[config.mk]
export PLATFORM = sky130hd
export DESIGN_NAME = sorted_priority_queue
export DESIGN_NICKNAME = d
export VERILOG_FILES = /design/src/rtl/spq_pkg.sv /design/src/rtl/spq_ctrl.sv /design/src/rtl/spq_datapath.sv /design/src/rtl/sorted_priority_queue.sv
export SDC_FILE = /design/constraint.sdc
export NUM_CORES = 2
export LEC_CHECK = 0
export ABC_AREA = 1
export BUFFER_PORTS_ARGS = -buffer_cell sky130_fd_sc_hd__buf_4
export CAP_MARGIN = 20
export CORE_MARGIN = 4
export CORE_UTILIZATION = 40
export DETAILED_ROUTE_END_ITERATION = 8
export GPL_ROUTABILITY_DRIVEN = 1
export GPL_TIMING_DRIVEN = 0
export HOLD_SLACK_MARGIN = 0.12
export SYNTH_ARGS = -nofsm -noshare
export SYNTH_HDL_FRONTEND = slang
export SYNTH_SLANG_ARGS = --single-unit
[constraint.sdc]
create_clock -name i_clk -period 4.96 [get_ports i_clk]
set_input_delay 0.992 -clock i_clk [delete_from_list [all_inputs] [get_ports i_clk]]
set_output_delay 0.992 -clock i_clk [all_outputs]
set_load 0.01 [all_outputs]
[src/rtl/spq_pkg.sv]
// Package for the sorted priority queue: operation codes, status codes,
// controller state type and the command word from controller to datapath.
// No dependencies.
package spq_pkg;

    // Operation carried in the mode field of an input word.
    localparam logic MODE_INSERT = 1'b0;
    localparam logic MODE_DELETE = 1'b1;

    // Status codes returned with every result word.
    localparam logic [1:0] ST_OK        = 2'd0;
    localparam logic [1:0] ST_UNDERFLOW = 2'd1;
    localparam logic [1:0] ST_OVERFLOW  = 2'd2;

    // Widths fixed by the channel fields.
    localparam int VALUE_W    = 32;
    localparam int IN_PRIO_W  = 8;
    localparam int STATUS_W   = 2;
    localparam int COUNT_W    = 5;

    // Controller states.
    typedef enum logic {
        S_IDLE,
        S_UPDATE
    } t_spq_state;

    // Commands from the controller to the datapath.
    typedef struct packed {
        logic capture;  // latch the input word and the per-cell compare flags
        logic update;   // shift the cells and load the result register
    } t_spq_cmd;

endpackage

[src/rtl/spq_ctrl.sv]
// Controller of the sorted priority queue: two-state sequencer and the
// result valid flag. Depends on spq_pkg.
module spq_ctrl (
    input  logic              i_clk,
    input  logic              i_rst_n,
    input  logic              i_valid,
    input  logic              i_stall,
    output logic              o_stall,
    output logic              o_valid,
    output spq_pkg::t_spq_cmd o_cmd
);
    import spq_pkg::*;

    t_spq_state r_state;
    t_spq_state n_state;
    logic       r_out_valid;
    logic       n_out_valid;
    logic       out_free;

    // The result register can take a new word when empty or being drained.
    assign out_free = !r_out_valid || !i_stall;

    // Next state.
    always_comb begin
        n_state = r_state;
        unique case (r_state)
            S_IDLE: begin
                if (i_valid) n_state = S_UPDATE;
            end
            S_UPDATE: begin
                if (out_free) n_state = S_IDLE;
            end
            default: n_state = S_IDLE;
        endcase
    end

    // Commands and handshake outputs.
    always_comb begin
        o_cmd   = '0;
        o_stall = 1'b1;
        unique case (r_state)
            S_IDLE: begin
                o_stall       = 1'b0;
                o_cmd.capture = i_valid;
            end
            S_UPDATE: begin
                o_cmd.update = out_free;
            end
            default: o_stall = 1'b1;
        endcase
    end

    // Result valid is set by an update and cleared once the word is taken.
    assign n_out_valid = o_cmd.update ? 1'b1 : (r_out_valid && i_stall);
    assign o_valid     = r_out_valid;

    always_ff @(posedge i_clk) begin
        if (!i_rst_n) begin
            r_state     <= S_IDLE;
            r_out_valid <= 1'b0;
        end else begin
            r_state     <= n_state;
            r_out_valid <= n_out_valid;
        end
    end

endmodule

[src/rtl/spq_datapath.sv]
// Datapath of the sorted priority queue: a row of value and priority cells
// with per-cell compare and shift, the occupancy count and the result register.
// Depends on spq_pkg.
module spq_datapath #(
    parameter int DEPTH         = 16,
    parameter int PRIORITY_BITS = 8
) (
    input  logic                                 i_clk,
    input  logic                                 i_rst_n,
    input  spq_pkg::t_spq_cmd                    i_cmd,
    input  logic                                 i_mode,
    input  logic signed [spq_pkg::VALUE_W-1:0]   i_item_value,
    input  logic        [spq_pkg::IN_PRIO_W-1:0] i_item_priority,
    output logic signed [spq_pkg::VALUE_W-1:0]   o_removed_value,
    output logic        [spq_pkg::STATUS_W-1:0]  o_status,
    output logic        [spq_pkg::COUNT_W-1:0]   o_entry_count
);
    import spq_pkg::*;

    localparam int CW = $clog2(DEPTH + 1);

    logic [VALUE_W-1:0]       r_value [DEPTH];
    logic [PRIORITY_BITS-1:0] r_prio  [DEPTH];
    logic [VALUE_W-1:0]       n_value [DEPTH];
    logic [PRIORITY_BITS-1:0] n_prio  [DEPTH];
    logic [CW-1:0]            r_count;
    logic [CW-1:0]            n_count;

    // Latched input word and compare flags.
    logic                     r_mode;
    logic [VALUE_W-1:0]       r_in_value;
    logic [PRIORITY_BITS-1:0] r_in_prio;
    logic [DEPTH-1:0]         r_keep;
    logic [DEPTH-1:0]         n_keep;
    logic [PRIORITY_BITS-1:0] in_prio;

    // Result register.
    logic [VALUE_W-1:0]       r_removed;
    logic [STATUS_W-1:0]      r_status;
    logic [VALUE_W-1:0]       n_removed;
    logic [STATUS_W-1:0]      n_status;

    logic                     is_full;
    logic                     is_empty;
    logic                     do_insert;
    logic                     do_delete;

    assign in_prio = PRIORITY_BITS'(i_item_priority);

    // A cell keeps its entry on insert when it is occupied and its priority
    // does not exceed the new one, so equal priorities stay in arrival order.
    always_comb begin
        for (int i = 0; i < DEPTH; i++) begin
            n_keep[i] = (CW'(i) < r_count) && (r_prio[i] <= in_prio);
        end
    end

    assign is_full   = (r_count == CW'(DEPTH));
    assign is_empty  = (r_count == '0);
    assign do_insert = (r_mode == MODE_INSERT) && !is_full;
    assign do_delete = (r_mode == MODE_DELETE) && !is_empty;

    // Per-cell next value: hold, load the new pair, or shift by one place.
    always_comb begin
        for (int i = 0; i < DEPTH; i++) begin
            n_value[i] = r_value[i];
            n_prio[i]  = r_prio[i];
            if (do_insert && !r_keep[i]) begin
                if (i == 0 || r_keep[(i == 0) ? 0 : i - 1]) begin
                    n_value[i] = r_in_value;
                    n_prio[i]  = r_in_prio;
                end else begin
                    n_value[i] = r_value[(i == 0) ? 0 : i - 1];
                    n_prio[i]  = r_prio[(i == 0) ? 0 : i - 1];
                end
            end else if (do_delete && i < DEPTH - 1) begin
                n_value[i] = r_value[(i < DEPTH - 1) ? i + 1 : i];
                n_prio[i]  = r_prio[(i < DEPTH - 1) ? i + 1 : i];
            end
        end
    end

    // Occupancy and result word.
    always_comb begin
        n_count   = r_count;
        n_removed = '0;
        n_status  = ST_OK;
        if (r_mode == MODE_DELETE) begin
            if (is_empty) begin
                n_status = ST_UNDERFLOW;
            end else begin
                n_removed = r_value[0];
                n_count   = r_count - CW'(1);
            end
        end else begin
            if (is_full) begin
                n_status = ST_OVERFLOW;
            end else begin
                n_count = r_count + CW'(1);
            end
        end
    end

    // Occupancy count.
    always_ff @(posedge i_clk) begin
        if (!i_rst_n) begin
            r_count <= '0;
        end else if (i_cmd.update) begin
            r_count <= n_count;
        end
    end

    // Cells, latched input word and result register.
    always_ff @(posedge i_clk) begin
        if (i_cmd.capture) begin
            r_mode     <= i_mode;
            r_in_value <= i_item_value;
            r_in_prio  <= in_prio;
            r_keep     <= n_keep;
        end
        if (i_cmd.update) begin
            for (int i = 0; i < DEPTH; i++) begin
                r_value[i] <= n_value[i];
                r_prio[i]  <= n_prio[i];
            end
            r_removed <= n_removed;
            r_status  <= n_status;
        end
    end

    assign o_removed_value = r_removed;
    assign o_status        = r_status;
    assign o_entry_count   = COUNT_W'(r_count);

endmodule

[src/rtl/sorted_priority_queue.sv]
// Top level of the sorted priority queue: controller and cell datapath.
// Depends on spq_pkg, spq_ctrl and spq_datapath.
//
//  Channel   Direction  Handshake            Fields
//  input     in         i_valid / o_stall    i_mode, i_item_value, i_item_priority
//  result    out        o_valid / i_stall    o_removed_value, o_status, o_entry_count
//
// All cells compare their priority with the new one in the accept cycle, and
// the cells hold, shift or load in the update state; o_stall is high until then.
// A result waits in the output register while the next word is accepted;
// a stalled result blocks only the following update.
// Reset is synchronous and empties the queue; the cell contents are not cleared.
module sorted_priority_queue #(
    parameter int DEPTH         = 16,
    parameter int PRIORITY_BITS = 8
) (
    input  logic                                 i_clk,
    input  logic                                 i_rst_n,
    input  logic                                 i_valid,
    output logic                                 o_stall,
    input  logic                                 i_mode,
    input  logic signed [spq_pkg::VALUE_W-1:0]   i_item_value,
    input  logic        [spq_pkg::IN_PRIO_W-1:0] i_item_priority,
    output logic                                 o_valid,
    input  logic                                 i_stall,
    output logic signed [spq_pkg::VALUE_W-1:0]   o_removed_value,
    output logic        [spq_pkg::STATUS_W-1:0]  o_status,
    output logic        [spq_pkg::COUNT_W-1:0]   o_entry_count
);
    import spq_pkg::*;

    t_spq_cmd cmd;

    // Sequencer.
    spq_ctrl u_ctrl (
        .i_clk   (i_clk),
        .i_rst_n (i_rst_n),
        .i_valid (i_valid),
        .i_stall (i_stall),
        .o_stall (o_stall),
        .o_valid (o_valid),
        .o_cmd   (cmd)
    );

    // Cells, count and result register.
    spq_datapath #(
        .DEPTH         (DEPTH),
        .PRIORITY_BITS (PRIORITY_BITS)
    ) u_datapath (
        .i_clk           (i_clk),
        .i_rst_n         (i_rst_n),
        .i_cmd           (cmd),
        .i_mode          (i_mode),
        .i_item_value    (i_item_value),
        .i_item_priority (i_item_priority),
        .o_removed_value (o_removed_value),
        .o_status        (o_status),
        .o_entry_count   (o_entry_count)
    );

endmodule
======== Word level (Yosys, flattened, before mapping) ========
Memories as Yosys holds them, arrays and structs flattened.
Cells that the tools add are included.
storage, ports and cells
  output and inout bits ................... 41
  RAM bits ................................ 640
  word-level logic and storage cells ...... 216
  bits in registers ....................... 98
  memories ................................ 2
  input bits .............................. 45
cells by class
  multiplexer cells ....................... 107
  equal/unequal tests ..................... 3
  bitwise logic cells ..................... 2
  magnitude comparators ................... 32
  $add $sub $neg .......................... 2
  reductions and logical operators ........ 59
memory list
  memory              words  width  read ports  clocked after Yosys merged registers in  wr ports  line                source
  u_datapath.r_value  16     32     16          0                                        16        spq_datapath.sv:22  logic [VALUE_W-1:0] r_value [DEPTH];
  u_datapath.r_prio   16     8      16          0                                        16        spq_datapath.sv:23  logic [PRIORITY_BITS-1:0] r_prio [DEPTH];
operator list
  cell                                                   count
  two-way mux 32 bit                                     46
  two-way mux 8 bit                                      46
  less-or-equal comparator 8 bit                         16
  < comparator 4 x 5 -> 1 bit, first input constant      8
  logical AND 1 bit                                      35
  logical NOT 1 bit                                      20
  < comparator 3 x 5 -> 1 bit, first input constant      4
  two-way mux 5 bit                                      3
  < comparator 1 x 5 -> 1 bit, first input constant      2
  < comparator 2 x 5 -> 1 bit, first input constant      2
  two-way mux 1 bit                                      9
  adder 5 x 1 -> 5 bit, second input constant            1
  equality test 5 bit, second input constant             1
  logical NOT 5 bit                                      1
  subtractor 5 x 1 -> 5 bit, second input constant       1
  two-way mux 2 bit                                      2
  AND reduction 3 bit                                    1
  inequality test 2 x 1 -> 1 bit, second input constant  1
  inequality test 2 bit, second input constant           1
  NOT 1 bit                                              2
  case mux 1 bit (2 select lines)                        1
  OR reduction 2 bit                                     1
  logical OR 1 bit                                       1

======== Longest topological paths before layout ========
  depth after elaboration ................. 5
  mapped depth ............................ 12
  mapped depth without buffers ............ 9

======== Cells and area by module ========
From an unflattened synthesis, not the netlist that was laid out.
second synthesis, totals
  cells, all modules ...................... 4561
  area, all modules ....................... 39933.3 um^2
modules (own cells, without submodules)
  module        seq. area each (um^2)  area an instance (um^2)  instances  cells each
  spq_datapath  22051.1                39853.2                  1          4551
  spq_ctrl      40.0                   80.1                     1          10

======== Worst setup path after synthesis ========
No wires, ideal clock.
  path type ............................... register to register
  start point ............................. register u_datapath.o_entry_count[1] (netlist name)
  end point ............................... memory u_datapath.r_prio[15][0] (netlist: u_datapath.r_prio[1][56]) (enable)
  path slack .............................. 0.420 ns
  cell stages (with the launch flop) ...... 8
  arrival ................................. 4.053 ns
  buffers on the path ..................... 2
  clock period less this slack ............ 4.540 ns
  library setup time ...................... 0.487 ns
  required time ........................... 4.473 ns
  cells stage by stage .................... dfxtp_1 > clkbuf_1 > inv_1 > ha_1 > nand3_2 > nand2_4 > buf_12 > nor3_1
RTL lines
  item              line
  end: declaration  spq_datapath.sv:23

==> metrics.md <==
| Metric | Value |
|---|---|
| Status | finished clean |
| GR Overflow Total | 0 |
| Post-route ant nets | 0 |
| Area Overhead vs Synth | 14.41% |
| Number of global-route vias before repair | roughly 28000 |
| Most frequent cells after synthesis | nand2_1, o21ai_0, edfxtp_1, inv_1, clkbuf_1 |
| CTS buffer count | 80 |
| Clock Path Buffers | 3 |
| Htree depth | 3 |
| Fmax | 0.3171 GHz |
| Clock-pin slew on the worst setup and hold paths | ~0.060 ns |
| Synth top area share | between 50% and 60% |
| Post-DP HPWL | approximately 87 mm |
| RSZ-0062 raised after global routing | false |
| Sequential cell area fraction in the yosys report | ~58% |
| Crit path launch type | register |
| R2R Setup Slk | around 1.8 ns |
| Worst-Skew Late Latency | about 0.64 ns |
| Rows | approximately 110 |
| # hold bufs at CTS | 0 |
| Top post-synthesis cells by area | edfxtp_1, o21ai_0, nand2_1 |
| Cts repair resizes | 0 |
| Worst setup EP type | register |
| Pre-antenna DRT Iters | 6 |
| GRT Total Usage | between 20% and 30% |
| VDD IR max | ~0.28 mV |
| Syn_nets | 4267 |
| Worst Tran Pin Value | between 1 and 1.5 ns |
| Yosys cell types | 36 |
| Pwr dens | about 360 nW/µm² |
| Register bit count reported by yosys | around 740 |
| Leakage dissipation | 16.45 nW |
| Crit Path Max Fanout | 30 |
| # clock sinks | 738 |
| Initial core utilization | 40.32% |
| Critical setup path kind | reg2reg |
| Max Slew Vio Count | 0 |
| Die height | ~320 µm |
| Ratio of cells with drive above 1 in the final layout | about a tenth |
| Most common cell in the netlist | nand2_1 |
| TNS Setup | 0 ns |
| Ys flop type | edfxtp_1 |
| Final setup violation count | 0 |
| First-pass GRT wire length | approximately 160 mm |
| Layout net count | around 4500 |
| Vias after detailed routing | about 29000 |
| Syn. warnings | 0 |
| Normalized max-slew margin | 29.06% |
| Routed WL | approximately 110 mm |
| DRC Markers | 0 |
| Final worst path period share | approximately 64% |
| Hold slack | around 0.53 ns |
| Netlist Area Pre-Place | around 38000 µm² |
| IO Count | between 80 and 90 |
| Post CTS Setup Buffer Count | 0 |
| Max Cap Viol | 0 |
| Synth area leader | edfxtp_1 |
| Die width | ~320 µm |
| Async SR Flop Fraction | 0% |
| Fin Clk Skew | between 0.02 and 0.025 ns |
| Initial antenna violation count | 0 |
| Die footprint | 100800 µm² |
| WP data required | roughly 5.3 ns |
| First DRT Iteration DRCs | 2512 |
| Port Buf Inserts | between 80 and 90 |
| EDFF count, synth | approximately 730 |
| Clk root buf | clkbuf_16 |
| Largest net degree at the start of global routing | 32 |
| Core footprint | between 90000 and 100000 µm² |
| CTS tree | built |
| Tmin final | approximately 3.2 ns |
| Syn Inst Count | about 4100 |
| Hold Crit Class | reg2reg |
| Mean post-synth cell area | ~9.4 µm² |
| GP Congestion | approximately 0.85 |
| Endpoints failing hold | 0 |
| Post-DR vias/cell | between 5 and 6 |
| Drt wl/cell | 19.13 µm |
| Critical Path AT | approximately 3.5 ns |
## cell families after synthesis
family	Yosys count	share of synthesized area, %
flops	738	57.67
buf+inv	501	5.755
xor+xnor	1	0.02287
simple gates	1394	14.04
compound gates	1326	18.23
fa+ha+maj	131	4.279
## cells in the final DEF, fill, tap and decap left out, drive strengths merged, types with 32 or more instances in the layout
cell	count
o211ai	53
inv	197
ha	131
nand2	1283
nor2	80
clkinv	32
o21ai	1150
a21oi	83
clkbuf	272
edfxtp	731
buf	236
## worst paths after layout
path	start	cells after the start	to
worst min-delay path	u_datapath.r_value[7][45]	2	u_datapath.r_value[7][13]
worst min register to register	u_datapath.r_value[7][45]	2	u_datapath.r_value[7][13]
worst max-delay path	u_datapath.o_entry_count[1]	11	u_datapath.r_value[7][12]
worst max register to register	u_datapath.o_entry_count[1]	11	u_datapath.r_value[7][12]
## flip-flops by register name, summed over array words and instances (netlist names)
register	count
u_datapath.r_keep	16
u_datapath.o_entry_count	5
u_datapath.r_prio	128
u_ctrl.r_state	1
u_datapath.o_removed_value	32
u_datapath.r_in_prio	8
u_datapath.r_in_value	32
u_datapath.r_value	512
u_ctrl.o_valid	1
u_datapath.o_status	2
u_datapath.r_mode	1
## layout make-up
type                    count  area [µm²]
fillers                  9372       51190
flip-flops and latches    738       22090
multi-input cells        2852       14190
clock buffers              93        2051
well taps                1265        1583
plain buffers             307        1440
repair buffers            108        1082
inverters                 194       764.5
clock inverters            52       619.3
diodes                      1       2.502
## metal layers
metal,up-vias,global-route usage [%],share of wire (%)
met3,131,2.169,6.1
met1,13130,29.13,45
met2,792,35.33,46
li1,14600,-,-
met5,-,0,0
met4,0,5.970,2.5
## critical path: stages, from the launching register on
cell	delay, ns
dfxtp_1	0.34
clkbuf_1	0.30
inv_1	0.14
ha_1	0.29
nand3_2	0.12
nand2_4	0.13
buf_12	0.21
nor2_4	0.16
inv_4	0.09
clkbuf_2	0.26
a21oi_4	0.49
buf_12	0.26
## where the power goes
group / internal (mW) / switching [mW] / leakage (nW) / total (mW)
logic: 0.656 / 1.39 / 8.35 / 2.04
registers: 7.34 / 0.231 / 6.80 / 7.57
clock network: 3.61 / 2.54 / 1.30 / 6.15
## metrics by stage
| step | instance area, µm² | utilization [%] | setup WS, ns | total power [mW] | cells |
|---|---|---|---|---|---|
| 6_report | 43830 | 46.13 | 1.807 | 15.77 | 5610 |
| 5_1_grt | 43820 | 46.12 | 1.636 | 16.43 | 5609 |
| 4_1_cts | 43820 | 46.12 | 1.793 | 15.88 | 5609 |
| 2_1_floorplan | 38310 | - | 0.4197 | 8.944 | 4091 |
| 3_3_place_gp | 40530 | 42.65 | -1.649 | 9.626 | 5441 |
| 3_5_place_dp | 41150 | 43.31 | 1.537 | 9.737 | 5464 |
No activity file was read; power rests on OpenSTA's default activity.
